--- src/drp_pkg.sv ---
// ----------------------------------------------------------------------------
// drp_pkg
// Shared types, widths and the arctangent table for the dead-reckoning
// predictor.
// ----------------------------------------------------------------------------
package drp_pkg;

    // CORDIC datapath: Q2.30 with headroom
    localparam int CORDIC_W = 34;
    localparam logic signed [CORDIC_W-1:0] CORDIC_GAIN_INIT = 34'sh026DD3B6A;

    // Rotation datapath widths
    localparam int MUL_A_W = 16;
    localparam int DX_W    = 37;
    localparam int PROD_W  = MUL_A_W + DX_W;
    localparam int ACC_W   = PROD_W + 1;
    localparam int ROT_W   = ACC_W - 15;

    // Configuration register indexes
    localparam logic [1:0] CFG_JUMP_THRESHOLD = 2'd0;
    localparam logic [1:0] CFG_MAX_GAP        = 2'd1;
    localparam logic [1:0] CFG_FALLBACK_STEP  = 2'd2;

    // Request codes
    localparam logic FUNC_INTEGRATE = 1'b0;
    localparam logic FUNC_CLEAR     = 1'b1;

    typedef enum logic [2:0] {
        ST_IDLE,
        ST_PREP,
        ST_CORD,
        ST_ROT,
        ST_ACCUM,
        ST_DONE
    } drp_state_t;

    typedef enum logic [2:0] {
        RS_MUL_VX,
        RS_MUL_VY,
        RS_MUL_CDX,
        RS_MUL_SDY,
        RS_MUL_SDX,
        RS_MUL_CDY,
        RS_SUM_Y,
        RS_OUT_Y
    } rot_step_t;

    // atan(2^-i) as a fraction of a full turn, 32-bit binary angle
    function automatic logic [31:0] atan_turn(input logic [4:0] i);
        logic [31:0] a;
        unique case (i)
            5'd0:  a = 32'h20000000;
            5'd1:  a = 32'h12E4051E;
            5'd2:  a = 32'h09FB385B;
            5'd3:  a = 32'h051111D4;
            5'd4:  a = 32'h028B0D43;
            5'd5:  a = 32'h0145D7E1;
            5'd6:  a = 32'h00A2F61E;
            5'd7:  a = 32'h00517C55;
            5'd8:  a = 32'h0028BE53;
            5'd9:  a = 32'h00145F2F;
            5'd10: a = 32'h000A2F98;
            5'd11: a = 32'h000517CC;
            5'd12: a = 32'h00028BE6;
            5'd13: a = 32'h000145F3;
            5'd14: a = 32'h0000A2FA;
            5'd15: a = 32'h0000517D;
            5'd16: a = 32'h000028BE;
            5'd17: a = 32'h0000145F;
            5'd18: a = 32'h00000A30;
            5'd19: a = 32'h00000518;
            5'd20: a = 32'h0000028C;
            5'd21: a = 32'h00000146;
            5'd22: a = 32'h000000A3;
            5'd23: a = 32'h00000051;
            default: a = 32'h00000000;
        endcase
        return a;
    endfunction

endpackage

--- src/dead_reckoning_predictor_top.sv ---
// ----------------------------------------------------------------------------
// dead_reckoning_predictor_top
// Planar dead reckoning: clamped time step, CORDIC yaw rotation, saturating
// nanometre accumulators and altitude jump tracking.
//
//   channel | handshake               | payload
//   --------+-------------------------+-----------------------------------------
//   in      | in_valid / in_ready     | func, timestamp_us, yaw_angle, vel_*, alt
//   out     | out_valid / out_ready   | pos_x_nm, pos_y_nm, height_mm, flags, jump
//   cfg     | cfg_we (no wait)        | cfg_addr, cfg_wdata
//
// An integrate word passes through the one-step-per-cycle CORDIC and the
// eight-step shared multiplier before the next in_ready; a clear word skips
// both and goes from the prepare state straight to the done state.
// in_ready is high only while the sequencer is idle; a finished word waits in
// the output register, and the sequencer holds in its last state until the
// previous word is taken. Reset restores the register defaults and zeroes the
// state; no clearing pass is needed.
// ----------------------------------------------------------------------------
module dead_reckoning_predictor_top #(
    parameter int ANGLE_BITS = 16,
    parameter int POS_BITS   = 48
) (
    input  logic                       clk,
    input  logic                       rst_n,
    input  logic                       cfg_we,
    input  logic [1:0]                 cfg_addr,
    input  logic [19:0]                cfg_wdata,
    input  logic                       in_valid,
    output logic                       in_ready,
    input  logic                       func,
    input  logic [31:0]                timestamp_us,
    input  logic signed [15:0]         yaw_angle,
    input  logic signed [15:0]         vel_x_mm_s,
    input  logic signed [15:0]         vel_y_mm_s,
    input  logic signed [15:0]         altitude_mm,
    output logic                       out_valid,
    input  logic                       out_ready,
    output logic signed [POS_BITS-1:0] pos_x_nm,
    output logic signed [POS_BITS-1:0] pos_y_nm,
    output logic signed [15:0]         height_mm,
    output logic                       height_corrupted,
    output logic signed [16:0]         largest_jump_mm
);
    import drp_pkg::*;

    localparam int SW = ((POS_BITS > ROT_W) ? POS_BITS : ROT_W) + 1;
    localparam logic signed [SW-1:0] POS_MAX =
        {{(SW-POS_BITS+1){1'b0}}, {(POS_BITS-1){1'b1}}};
    localparam logic signed [SW-1:0] POS_MIN =
        {{(SW-POS_BITS+1){1'b1}}, {(POS_BITS-1){1'b0}}};

    drp_state_t state_reg, state_next;

    // configuration
    logic [15:0] jump_thr_reg;
    logic [19:0] max_gap_reg, fallback_reg;

    // architectural state
    logic [31:0]                last_time_reg;
    logic signed [POS_BITS-1:0] x_accum_reg, y_accum_reg;
    logic signed [15:0]         height_reg;
    logic signed [16:0]         jump_reg;
    logic                       corrupt_reg;

    // captured word
    logic                func_reg;
    logic [31:0]         ts_reg;
    logic signed [15:0]  yaw_reg, vx_reg, vy_reg, alt_reg;
    logic [19:0]         dt_reg;

    // output register
    logic                       out_valid_reg, out_valid_next;
    logic signed [POS_BITS-1:0] out_x_reg, out_y_reg;
    logic signed [15:0]         out_h_reg;
    logic                       out_c_reg;
    logic signed [16:0]         out_j_reg;

    logic                in_fire, cordic_start, rot_start, load_out;
    logic                cordic_done, rot_done;
    logic signed [15:0]  cos_q15, sin_q15;
    logic signed [ROT_W-1:0] rot_x, rot_y;

    logic [31:0]         dt_raw;
    logic                dt_nonpos, dt_strange;
    logic [19:0]         dt_clamped;
    logic signed [16:0]  diff;
    logic [16:0]         mag, jmag;
    logic signed [SW-1:0] sum_x, sum_y;
    logic signed [POS_BITS-1:0] sat_x, sat_y;

    drp_cordic #(
        .ANGLE_BITS (ANGLE_BITS)
    ) u_cordic (
        .clk     (clk),
        .rst_n   (rst_n),
        .start   (cordic_start),
        .yaw     (yaw_reg),
        .cos_q15 (cos_q15),
        .sin_q15 (sin_q15),
        .done    (cordic_done)
    );

    drp_rotate u_rotate (
        .clk     (clk),
        .rst_n   (rst_n),
        .start   (rot_start),
        .dt      (dt_reg),
        .vel_x   (vx_reg),
        .vel_y   (vy_reg),
        .cos_q15 (cos_q15),
        .sin_q15 (sin_q15),
        .rot_x   (rot_x),
        .rot_y   (rot_y),
        .done    (rot_done)
    );

    // time step: wrapped difference, strange steps clamped into 0..fallback
    assign dt_raw    = ts_reg - last_time_reg;
    assign dt_nonpos = dt_raw[31] || (dt_raw == 32'd0);
    assign dt_strange = dt_nonpos || (dt_raw > {12'b0, max_gap_reg});

    always_comb
    begin
        if (!dt_strange)
            dt_clamped = dt_raw[19:0];
        else if (dt_nonpos)
            dt_clamped = '0;
        else if (dt_raw > {12'b0, fallback_reg})
            dt_clamped = fallback_reg;
        else
            dt_clamped = dt_raw[19:0];
    end

    // altitude jump
    assign diff = {height_reg[15], height_reg} - {alt_reg[15], alt_reg};
    assign mag  = diff[16] ? 17'(-diff) : 17'(diff);
    assign jmag = jump_reg[16] ? 17'(-jump_reg) : 17'(jump_reg);

    // saturating accumulate
    assign sum_x = {{(SW-POS_BITS){x_accum_reg[POS_BITS-1]}}, x_accum_reg}
                 + {{(SW-ROT_W){rot_x[ROT_W-1]}}, rot_x};
    assign sum_y = {{(SW-POS_BITS){y_accum_reg[POS_BITS-1]}}, y_accum_reg}
                 + {{(SW-ROT_W){rot_y[ROT_W-1]}}, rot_y};

    always_comb
    begin
        if (sum_x > POS_MAX)
            sat_x = POS_MAX[POS_BITS-1:0];
        else if (sum_x < POS_MIN)
            sat_x = POS_MIN[POS_BITS-1:0];
        else
            sat_x = sum_x[POS_BITS-1:0];
        if (sum_y > POS_MAX)
            sat_y = POS_MAX[POS_BITS-1:0];
        else if (sum_y < POS_MIN)
            sat_y = POS_MIN[POS_BITS-1:0];
        else
            sat_y = sum_y[POS_BITS-1:0];
    end

    // next state
    always_comb
    begin
        state_next = state_reg;
        unique case (state_reg)
            ST_IDLE:  if (in_valid) state_next = ST_PREP;
            ST_PREP:  state_next = (func_reg == FUNC_CLEAR) ? ST_DONE : ST_CORD;
            ST_CORD:  if (cordic_done) state_next = ST_ROT;
            ST_ROT:   if (rot_done) state_next = ST_ACCUM;
            ST_ACCUM: state_next = ST_DONE;
            ST_DONE:  if (!out_valid_reg || out_ready) state_next = ST_IDLE;
            default:  state_next = ST_IDLE;
        endcase
    end

    // sequencer outputs
    always_comb
    begin
        in_ready     = 1'b0;
        cordic_start = 1'b0;
        rot_start    = 1'b0;
        load_out     = 1'b0;
        unique case (state_reg)
            ST_IDLE:  in_ready = 1'b1;
            ST_PREP:  cordic_start = (func_reg == FUNC_INTEGRATE);
            ST_CORD:  rot_start = cordic_done;
            ST_DONE:  load_out = !out_valid_reg || out_ready;
            default:  ;
        endcase
    end

    assign in_fire        = in_valid && in_ready;
    assign out_valid_next = load_out || (out_valid_reg && !out_ready);

    always_ff @(posedge clk or negedge rst_n)
    begin
        if (!rst_n)
        begin
            state_reg     <= ST_IDLE;
            out_valid_reg <= 1'b0;
            jump_thr_reg  <= 16'd120;
            max_gap_reg   <= 20'd50000;
            fallback_reg  <= 20'd5000;
            last_time_reg <= '0;
            x_accum_reg   <= '0;
            y_accum_reg   <= '0;
            height_reg    <= '0;
            jump_reg      <= '0;
            corrupt_reg   <= 1'b0;
        end
        else
        begin
            state_reg     <= state_next;
            out_valid_reg <= out_valid_next;

            if (cfg_we)
            begin
                unique case (cfg_addr)
                    CFG_JUMP_THRESHOLD: jump_thr_reg <= cfg_wdata[15:0];
                    CFG_MAX_GAP:        max_gap_reg  <= cfg_wdata;
                    CFG_FALLBACK_STEP:  fallback_reg <= cfg_wdata;
                    default:            ;
                endcase
            end

            if (state_reg == ST_PREP)
            begin
                if (func_reg == FUNC_CLEAR)
                begin
                    x_accum_reg <= '0;
                    y_accum_reg <= '0;
                    height_reg  <= '0;
                    jump_reg    <= '0;
                    corrupt_reg <= 1'b0;
                end
                else
                begin
                    last_time_reg <= ts_reg;
                    height_reg    <= alt_reg;
                    if (mag > {1'b0, jump_thr_reg})
                    begin
                        corrupt_reg <= 1'b1;
                        if (mag > jmag)
                            jump_reg <= diff;
                    end
                end
            end

            if (state_reg == ST_ACCUM)
            begin
                x_accum_reg <= sat_x;
                y_accum_reg <= sat_y;
            end
        end
    end

    // capture the word and the clamped step
    always_ff @(posedge clk)
    begin
        if (in_fire)
        begin
            func_reg <= func;
            ts_reg   <= timestamp_us;
            yaw_reg  <= yaw_angle;
            vx_reg   <= vel_x_mm_s;
            vy_reg   <= vel_y_mm_s;
            alt_reg  <= altitude_mm;
        end
        if (state_reg == ST_PREP)
            dt_reg <= dt_clamped;
        if (load_out)
        begin
            out_x_reg <= x_accum_reg;
            out_y_reg <= y_accum_reg;
            out_h_reg <= height_reg;
            out_c_reg <= corrupt_reg;
            out_j_reg <= jump_reg;
        end
    end

    assign out_valid        = out_valid_reg;
    assign pos_x_nm         = out_x_reg;
    assign pos_y_nm         = out_y_reg;
    assign height_mm        = out_h_reg;
    assign height_corrupted = out_c_reg;
    assign largest_jump_mm  = out_j_reg;

    // a recorded jump always comes with the corrupted flag
    a_jump_needs_flag: assert property (@(posedge clk) disable iff (!rst_n)
        !corrupt_reg |-> (jump_reg == 17'sd0))
        else $error("jump recorded without corrupted flag");

    // the clamped step never exceeds both limits
    a_step_bounded: assert property (@(posedge clk) disable iff (!rst_n)
        (state_reg == ST_PREP && func_reg == FUNC_INTEGRATE) |=>
        (dt_reg <= max_gap_reg || dt_reg <= fallback_reg))
        else $error("time step outside clamp limits");

    a_cordic_done_in_cord: assert property (@(posedge clk) disable iff (!rst_n)
        cordic_done |-> (state_reg == ST_CORD))
        else $error("CORDIC finished outside its wait state");

    a_rot_done_in_rot: assert property (@(posedge clk) disable iff (!rst_n)
        rot_done |-> (state_reg == ST_ROT))
        else $error("rotation finished outside its wait state");

endmodule

--- src/drp_cordic.sv ---
// ----------------------------------------------------------------------------
// drp_cordic
// Iterative CORDIC: one rotation step per cycle through a shared shifter,
// giving cosine and sine of the yaw angle in Q1.15.
// ----------------------------------------------------------------------------
module drp_cordic #(
    parameter int ANGLE_BITS = 16
) (
    input  logic                clk,
    input  logic                rst_n,
    input  logic                start,
    input  logic signed [15:0]  yaw,
    output logic signed [15:0]  cos_q15,
    output logic signed [15:0]  sin_q15,
    output logic                done
);
    import drp_pkg::*;

    localparam int IW = $clog2(ANGLE_BITS);

    logic signed [CORDIC_W-1:0] x_reg, y_reg, x_next, y_next;
    logic signed [CORDIC_W-1:0] x_sh, y_sh, x_fin, y_fin;
    logic [31:0]                z_reg, z_next, phase, quad, angle;
    logic [IW-1:0]              iter_reg;
    logic                       flip_reg, busy_reg, fin_reg, done_reg;
    logic signed [15:0]         cos_reg, sin_reg;

    function automatic logic signed [15:0] round_q15(input logic signed [CORDIC_W-1:0] v);
        logic signed [CORDIC_W:0]    t;
        logic signed [CORDIC_W-15:0] r;
        logic signed [15:0]          q;
        t = {v[CORDIC_W-1], v} + (CORDIC_W+1)'(16384);
        r = t[CORDIC_W:15];
        if (r > 32'sd32767)
            q = 16'sh7FFF;
        else if (r < -32'sd32768)
            q = 16'sh8000;
        else
            q = r[15:0];
        return q;
    endfunction

    assign phase = {yaw, 16'h0000};
    assign quad  = phase + 32'h4000_0000;
    assign x_sh  = y_reg >>> iter_reg;
    assign y_sh  = x_reg >>> iter_reg;
    assign angle = atan_turn(5'(iter_reg));

    always_comb
    begin
        if (!z_reg[31])
        begin
            x_next = x_reg - x_sh;
            y_next = y_reg + y_sh;
            z_next = z_reg - angle;
        end
        else
        begin
            x_next = x_reg + x_sh;
            y_next = y_reg - y_sh;
            z_next = z_reg + angle;
        end
    end

    // undo the half-turn pre-rotation
    assign x_fin = flip_reg ? -x_reg : x_reg;
    assign y_fin = flip_reg ? -y_reg : y_reg;

    always_ff @(posedge clk or negedge rst_n)
    begin
        if (!rst_n)
        begin
            busy_reg <= 1'b0;
            fin_reg  <= 1'b0;
            done_reg <= 1'b0;
            iter_reg <= '0;
        end
        else
        begin
            done_reg <= fin_reg;
            fin_reg  <= 1'b0;
            if (start)
            begin
                busy_reg <= 1'b1;
                iter_reg <= '0;
            end
            else if (busy_reg)
            begin
                if (iter_reg == IW'(ANGLE_BITS - 1))
                begin
                    busy_reg <= 1'b0;
                    fin_reg  <= 1'b1;
                end
                iter_reg <= iter_reg + 1'b1;
            end
        end
    end

    always_ff @(posedge clk)
    begin
        if (start)
        begin
            x_reg    <= CORDIC_GAIN_INIT;
            y_reg    <= '0;
            flip_reg <= quad[31];
            z_reg    <= quad[31] ? phase + 32'h8000_0000 : phase;
        end
        else if (busy_reg)
        begin
            x_reg <= x_next;
            y_reg <= y_next;
            z_reg <= z_next;
        end
        if (fin_reg)
        begin
            cos_reg <= round_q15(x_fin);
            sin_reg <= round_q15(y_fin);
        end
    end

    assign cos_q15 = cos_reg;
    assign sin_q15 = sin_reg;
    assign done    = done_reg;

endmodule

--- src/drp_rotate.sv ---
// ----------------------------------------------------------------------------
// drp_rotate
// Displacement and yaw rotation on one shared registered multiplier,
// sequenced over eight steps.
// ----------------------------------------------------------------------------
module drp_rotate (
    input  logic                          clk,
    input  logic                          rst_n,
    input  logic                          start,
    input  logic [19:0]                   dt,
    input  logic signed [15:0]            vel_x,
    input  logic signed [15:0]            vel_y,
    input  logic signed [15:0]            cos_q15,
    input  logic signed [15:0]            sin_q15,
    output logic signed [drp_pkg::ROT_W-1:0] rot_x,
    output logic signed [drp_pkg::ROT_W-1:0] rot_y,
    output logic                          done
);
    import drp_pkg::*;

    localparam logic signed [ACC_W-1:0] RND = ACC_W'(16384);

    rot_step_t                 step_reg;
    logic                      busy_reg, done_reg;
    logic signed [MUL_A_W-1:0] mul_a;
    logic signed [DX_W-1:0]    mul_b;
    logic signed [PROD_W-1:0]  prod_c, prod_reg;
    logic signed [ACC_W-1:0]   prod_ext, acc_reg;
    logic signed [DX_W-1:0]    dx_reg, dy_reg;
    logic signed [ROT_W-1:0]   rx_reg, ry_reg;

    always_comb
    begin
        unique case (step_reg)
            RS_MUL_VX:  begin mul_a = vel_x;   mul_b = $signed({17'b0, dt}); end
            RS_MUL_VY:  begin mul_a = vel_y;   mul_b = $signed({17'b0, dt}); end
            RS_MUL_CDX: begin mul_a = cos_q15; mul_b = dx_reg;               end
            RS_MUL_SDY: begin mul_a = sin_q15; mul_b = dy_reg;               end
            RS_MUL_SDX: begin mul_a = sin_q15; mul_b = dx_reg;               end
            RS_MUL_CDY: begin mul_a = cos_q15; mul_b = dy_reg;               end
            default:    begin mul_a = '0;      mul_b = '0;                   end
        endcase
    end

    assign prod_c   = mul_a * mul_b;
    assign prod_ext = {prod_reg[PROD_W-1], prod_reg};

    always_ff @(posedge clk or negedge rst_n)
    begin
        if (!rst_n)
        begin
            busy_reg <= 1'b0;
            done_reg <= 1'b0;
            step_reg <= RS_MUL_VX;
        end
        else
        begin
            done_reg <= 1'b0;
            if (start)
            begin
                busy_reg <= 1'b1;
                step_reg <= RS_MUL_VX;
            end
            else if (busy_reg)
            begin
                if (step_reg == RS_OUT_Y)
                begin
                    busy_reg <= 1'b0;
                    done_reg <= 1'b1;
                end
                else
                    step_reg <= rot_step_t'(step_reg + 3'd1);
            end
        end
    end

    // the product of each step is registered and used by the next step
    always_ff @(posedge clk)
    begin
        if (busy_reg)
        begin
            prod_reg <= prod_c;
            case (step_reg)
                RS_MUL_VY:  dx_reg <= prod_reg[DX_W-1:0];
                RS_MUL_CDX: dy_reg <= prod_reg[DX_W-1:0];
                RS_MUL_SDY: acc_reg <= prod_ext;
                RS_MUL_SDX: acc_reg <= acc_reg + prod_ext + RND;
                RS_MUL_CDY:
                begin
                    rx_reg  <= acc_reg[ACC_W-1:15];
                    acc_reg <= -prod_ext;
                end
                RS_SUM_Y:   acc_reg <= acc_reg + prod_ext + RND;
                RS_OUT_Y:   ry_reg <= acc_reg[ACC_W-1:15];
                default:    ;
            endcase
        end
    end

    assign rot_x = rx_reg;
    assign rot_y = ry_reg;
    assign done  = done_reg;

endmodule

--- config.mk ---
export PLATFORM = sky130hd
export DESIGN_NAME = dead_reckoning_predictor_top
export DESIGN_NICKNAME = d
export VERILOG_FILES = /design/src/drp_pkg.sv /design/src/dead_reckoning_predictor_top.sv /design/src/drp_cordic.sv /design/src/drp_rotate.sv
export SDC_FILE = /design/constraint.sdc
export NUM_CORES = 2
export LEC_CHECK = 0
export BUFFER_PORTS_ARGS = -buffer_cell sky130_fd_sc_hd__buf_2
export CELL_PAD_IN_SITES_DETAIL_PLACEMENT = 0
export CELL_PAD_IN_SITES_GLOBAL_PLACEMENT = 1
export CORE_ASPECT_RATIO = 0.8
export CORE_MARGIN = 8
export CORE_UTILIZATION = 30
export CTS_CLUSTER_SIZE = 25
export DETAILED_ROUTE_END_ITERATION = 10
export GPL_ROUTABILITY_DRIVEN = 0
export GPL_TIMING_DRIVEN = 0
export PLACE_DENSITY_LB_ADDON = 0.1
export SLEW_MARGIN = 15
export SYNTH_ARGS = -nofsm -noshare
export SYNTH_HDL_FRONTEND = slang
export SYNTH_SLANG_ARGS = --single-unit
--- constraint.sdc ---
create_clock -name clk -period 11.8 [get_ports clk]
set_clock_uncertainty 0.1 [all_clocks]
set_input_delay 1.77 -clock clk [delete_from_list [all_inputs] [get_ports clk]]
set_output_delay 1.77 -clock clk [all_outputs]
set_load 0.02 [all_outputs]
== After elaboration in Yosys (flattened, before gate mapping) ==
Memory sizes are Yosys's and may differ from the RTL's.
Cells that the tools add are included.
Storage, ports and cells
  bits in registers: 873
  memory bits (read-only): 480
  bits of input ports: 124
  output and inout bits: 132
  logic and storage cells: 200
  memories kept: 1
Memories
  (no name shown): words 16, width 30, rd ports 1, clocked after memory_dff 0, write ports 0, RTL line drp_pkg.sv:51  | unique case (i)
Cells by class
  add/subtract/negate cells: 23
  multiply operators: 1
  $lt $le $gt $ge: 12
  eq/ne operators: 20
  shift operators: 2
  muxes and demuxes: 59
  bitwise logic cells: 1
  reduce and logical (&&, ||, !) cells: 39
Operators by type and width (count)
  48-bit 2-to-1 mux: 8
  54-bit one-hot mux with 3 select lines: 1
  34-bit 2-to-1 mux: 4
  32-bit 2-to-1 mux: 4
  37-bit one-hot mux with 3 select lines: 1
  48-bit by 39-bit adder with 49-bit output: 2
  49-bit by 48-bit > comparator with 1-bit output, second input constant: 2
  49-bit by 48-bit < comparator with 1-bit output, second input constant: 2
  17-bit 2-to-1 mux: 5
  34-bit by 16-bit adder with 35-bit output, second input constant: 2
  34-bit adder: 2
  34-bit negation: 2
  34-bit by 4-bit >>> shifter with 34-bit output: 2
  34-bit subtractor: 2
  32-bit by 20-bit > comparator with 1-bit output: 2
  16-bit one-hot mux with 4 select lines: 1
  32-bit subtractor: 2
  20-bit 2-to-1 mux: 3
  54-bit by 16-bit adder with 54-bit output, second input constant: 1
  54-bit by 53-bit adder with 54-bit output: 1
  53-bit negation with 54-bit output: 1
  16-bit by 37-bit multiplier with 53-bit output: 1
  16-bit 2-to-1 mux: 3
  20-bit by 16-bit > comparator with 1-bit output, second input constant: 2
  other kinds (35): 101

== Depth between registers and ports, before layout ==
  depth in word-level cells: 7
  gate-level depth with buffers: 34

== Modules after synthesis ==
Synthesis repeated with hierarchy kept, for this count alone.
Unflattened totals
  cell total of the unflattened synthesis: 8387
  area total of the unflattened synthesis: 80103.1 µm²
Modules (own cells, without submodules)
  drp_rotate: instances 1, cells each 3583, area an instance 34331.7 µm², seq. area each 7902.6 µm²
  dead_reckoning_predictor_top: instances 1, cells each 2473, area an instance 26802.0 µm², seq. area each 12991.2 µm²
  drp_cordic: instances 1, cells each 2331, area an instance 18969.4 µm², seq. area each 3488.3 µm²

== Least setup slack after synthesis ==
Ideal clock, no wire load.
  kind: register to register
  from: reg u_rotate.step_reg[0]
  to: reg u_rotate.prod_reg[51] (data pin)
  arrival time: 7.949 ns
  data required time: 11.441 ns
  slack: 3.492 ns
  cell stages (with the launch flop): 30
  buffers on the path: 3
  cell sequence: dfrtp_1 inv_1 ha_1 nor2b_1 clkbuf_1 or2_2 clkbuf_1 a222oi_1 clkbuf_1 nand2_1 fa_1 fa_1 inv_1 fa_1 fa_1 fa_1 inv_1 fa_1 inv_1 ha_1 inv_1 a2111o_1 o22ai_1 a31oi_1 o21a_1 o311ai_0 a21o_1 a21o_1 a41oi_1 xnor2_1
Between the ends
  longest elaborated chain between the ends: 4
  elaborated cells on any way between the ends: 14
RTL lines
  start, declared: RTL line drp_rotate.sv:23  | rot_step_t step_reg;
  start signal, assigned: RTL line drp_rotate.sv:72  | step_reg <= rot_step_t'(step_reg + 3'd1);
  3-bit by 2-bit equality test with 1-bit output, or another cell as far along: RTL line drp_rotate.sv:34  | unique case (step_reg)
  2-bit OR reduction (no source line)
  16-bit one-hot mux with 4 select lines / 37-bit one-hot mux with 3 select lines (equally long branches): RTL line drp_rotate.sv:34
  16-bit by 37-bit multiplier with 53-bit output *: RTL line drp_rotate.sv:45  | assign prod_c = mul_a * mul_b;
  net u_rotate.prod_c[51]: RTL line drp_rotate.sv:27  | logic signed [PROD_W-1:0] prod_c, prod_reg;
  end signal, assigned: RTL line drp_rotate.sv:82  | prod_reg <= prod_c;
  end, declared: RTL line drp_rotate.sv:27
Mark *: on every way through the listed nets, which the timed path passes. The rest lies on a longest branch.
A chain may end at the register's enable or synchronous reset.

== Worst setup path in the final report ==
Ends and elaborated chain as after synthesis.

==> results.md <==
Cells and area:
- The most common library cell in the layout ignoring fill and taps is nand2_1.
- The register with the most flip-flops in the layout has 54 of them.
- The total non-filler cell area in the finished layout is 88000 sq um.
- Leaving out fill and tap cells, the most frequent cells in the layout are nand2_1, inv_1, nor2_1.
- Across the whole layout, storage elements account for 24390 sq um.
- The number of nets in the finished design is 9778.
- The layout overhead on the synthesized area is 12.71%.
- The fraction of layout instances using a drive strength above 1 is 8.897%.
- The footprint of the multi-input gates is 48860 sq um.
- The number of non-filler instances in the completed layout is 12092.
- The number of filler instances in the final layout is 26680.

CTS:
- The CTS tree is yes.
- The later pin in the worst-skew pair is clocked with a latency of 760 ps.
- The tree is rooted in a clkbuf_16.
- The clock transition at the registers of the reported paths is 70 ps.
- The clock tree buffer depth is 3.
- The clock drives 873 sinks.
- The number of buffers created by CTS is 106.
- The clock tree synthesis step divided the H-tree into 3 levels.

Route:
- Once detail routing completed, the nets flagged for antenna violations numbered 0.
- The first detailed-routing pass took 8 iterations.
- The detailed router placed 62920 vias in this run.
- Dividing the detail-routed wire length by the instance count gives 24.47 um.
- In the routed design, unresolved DRC markers number 0.
- The detailed-route vias per instance is 5.203.
- For this block, the initial DRC count from the detailed router was 5460.
- The total length of routed wires is 295.8 mm.

Floorplan:
- The die is 586.4 um wide.
- In this run the count of I/O pins placed on the die edge is 256.
- The floorplan step set the die height to 472.3 um.
- The effective utilization at floorplan is 30.16%.
- The floorplan step defined a die boundary enclosing 276900 sq um.
- The core region is 258900 sq um.
- The number of placement rows is 167.

Global route:
- Global routing consumed, on the met2 layer, 31.96% of the routing resources.
- The pin count of the biggest net entering global routing is 84.
- The routing usage on met1 is 31.49%.
- The final global-route overflow total is 0.
- The met3 usage in global routing is 2.750%.
- The first-pass GRT wire length is 435.5 mm.
- For this run, the total global-route usage over all layers was measured as 20.82%.
- The via count of the first global-routing pass came to 63036.
- The initial antenna violation count is 18.
- The busiest layer in global routing is met2.

Critical path:
- For the worst setup path, the data arrival time is 11680 ps.
- The cell that appears most often on the critical path is fa_1.
- The kind of end point of the critical path is a flop.
- Grouping stages by cell kind, the critical path spends the most delay in adder cells.
- The highest fanout seen on the critical path is 10.
- On the worst path, the slowest cell contributes a delay of 650 ps.
- The number of buffers and inverters on the critical path is 6.
- The slowest stage of the critical path is the clkbuf_1 cell.
- The required arrival time at the worst endpoint is 12120 ps.
- The category of the critical setup timing path is reg2reg.
- The sort of element at the start of the critical path is a flop.

Run status:
- The run finished with clean final reports.

Timing:
- The number of endpoints with negative hold slack in the final report is 0.
- The slew at the pin closest to its max-slew limit is 1336 ps.
- Setup violations remaining at the end of the flow were counted as 0.
- Setup repair after global routing could not meet its margin everywhere.
- Dividing the final minimum period by the clock period gives 96.24%.
- Based on the critical path, the design can be clocked at up to 0.08805 GHz.
- The headroom to the max-slew limit is 10.60%.
- The worst path needs 11360 ps of the cycle, external delays included.
- The max-slew violation count came to 0.

Placement:
- In this run the cell area measured after placement is 84130 sq um.
- Buffers placed on the I/O ports in this run total 255.
- Once detailed placement completed, the half-perimeter wirelength came to 239.0 mm.
- The placed instance count is 11886.

Synth:
- The number of distinct standard cells referenced by the synthesized netlist is 104.
- The number of warnings reported in the yosys synthesis log is 0.
- The proportion of synthesized chip area in sequential cells is 31.23%.
- The number of enable-type register cells in the synthesized netlist is 571.
- The share of the synthesized area in the top cell type is 21.96%.
- A synthesized cell averages 9.582 sq um.
- Synthesis produced a netlist with a net count of 9397.
- The cell type with the largest total area after synthesis is edfxtp_1.
- After synthesis the netlist holds a flip-flop and latch count of 873.
- The most instantiated flip-flop cell in the synthesis netlist is edfxtp_1.
- Summing every instance area after synthesis gives 78070 sq um.
- Ranked by total cell area, the synthesized netlist is headed by edfxtp_1, fa_1, ha_1, dfrtp_1, nand2_1.
- The cell count after synthesis came out at 8148.
- Of all flip-flops after synthesis, the portion carrying an async set or reset was 26.80%.

Run:
- The number of max-cap violations is 0.

Min path:
- The worst min-delay path class is reg2reg.
==> cells by family (layout without fill, tap and decap cells) <==
family / count (synthesis) / count (layout) / synth area share, %
xor gates and xnor gates: 482 / 482 / 5.417
adders and majority gates: 1126 / 1126 / 23.46
other: 0 / 7 / 0
AOI/OAI and AO/OA: 1873 / 1873 / 16.18
muxes: 246 / 246 / 4.292
buffers and inverters: 1287 / 1760 / 6.329
DFF: 873 / 873 / 31.23
and+or+nand+nor: 2261 / 2261 / 13.09
==> what timing repair did <==
action,CTS,global route
hold buffers,0,0
resized for setup,8,12
pin swaps,1,3
setup buffers,1,3
endpoints found under the setup margin,15,11
==> area by class of cell <==
cell class                 count  area share (%)
buffer                       374           1.743
multi-input combinational   5988           55.52
clock buffer                 124           3.149
antenna                        7         0.01991
tap                         3464           4.925
timing repair buffer         278           1.890
sequential                   873           27.71
inverter                     908           3.873
clock inverter                76           1.162
==> Yosys cell counts (54+ instances only) <==
| cell type | instances |
|---|---|
| dfrtp_1 | 219 |
| nand4_1 | 58 |
| dfxtp_1 | 68 |
| fa_1 | 564 |
| o21a_1 | 64 |
| o21bai_1 | 55 |
| mux4_2 | 64 |
| nor3_1 | 97 |
| xor2_1 | 193 |
| nand3_1 | 113 |
| clkbuf_1 | 300 |
| mux2i_1 | 112 |
| nor2b_1 | 64 |
| a22oi_1 | 54 |
| nor2_1 | 595 |
| o21ai_0 | 357 |
| nand2b_1 | 79 |
| a21oi_1 | 465 |
| inv_1 | 902 |
| mux2_2 | 70 |
| a21o_1 | 234 |
| xnor2_1 | 288 |
| a221o_1 | 92 |
| ha_1 | 561 |
| and2_1 | 59 |
| nand2_1 | 953 |
| o31ai_1 | 73 |
| edfxtp_1 | 571 |
| a31oi_1 | 58 |
| and3_1 | 60 |
==> worst reg2reg max path, delay by kind of cell (launching register included) <==
family	cells	cell delay [ps]
fa+ha+maj	8	3860
compound gates	9	3410
buf+inv	6	1310
simple gates	5	1310
xor+xnor	1	590
flops	1	430
==> per-stage QoR <==
step                      hold WS [ps]  setup WS (ps)  util (%)  TNS (ps)
after CTS                        384.5          2.913     33.97         0
after floorplan                  323.1           3492         -         0
after detailed placement         370.3         -710.7     32.50     -4480
after global placement           366.1          -1712     32.32    -19360
final                            379.8          443.4     33.99         0
after global routing             396.9         -43.79     33.99    -43.79
==> routing by layer <==
layer	vias up	share of wire, %
met3	273	5.0
met2	1593	43
met4	0	1.8
met1	31764	50
met5	-	0
li1	29290	-
==> final timing paths <==
check                           cells past startpoint  slack (ps)                              end                             start
min in group asynchronous                           1         890        height_reg[8]$_DFFE_PN0P_                             rst_n
max in group asynchronous                           2        9670      x_accum_reg[14]$_DFFE_PN0P_                             rst_n
worst min-delay path                                0         380           height_mm[7]$_DFFE_PP_         height_reg[7]$_DFFE_PN0P_
worst max register to register                     29         440  u_rotate.prod_reg[51]$_DFFE_PP_  u_rotate.step_reg[0]$_DFFE_PN0P_
worst min register to register                      0         380           height_mm[7]$_DFFE_PP_         height_reg[7]$_DFFE_PN0P_
worst max-delay path                               29         440  u_rotate.prod_reg[51]$_DFFE_PP_  u_rotate.step_reg[0]$_DFFE_PN0P_
Power is left out: the tool's default activity adds up to more than one toggle a clock period on the data nets, which glitch-free logic cannot reach.
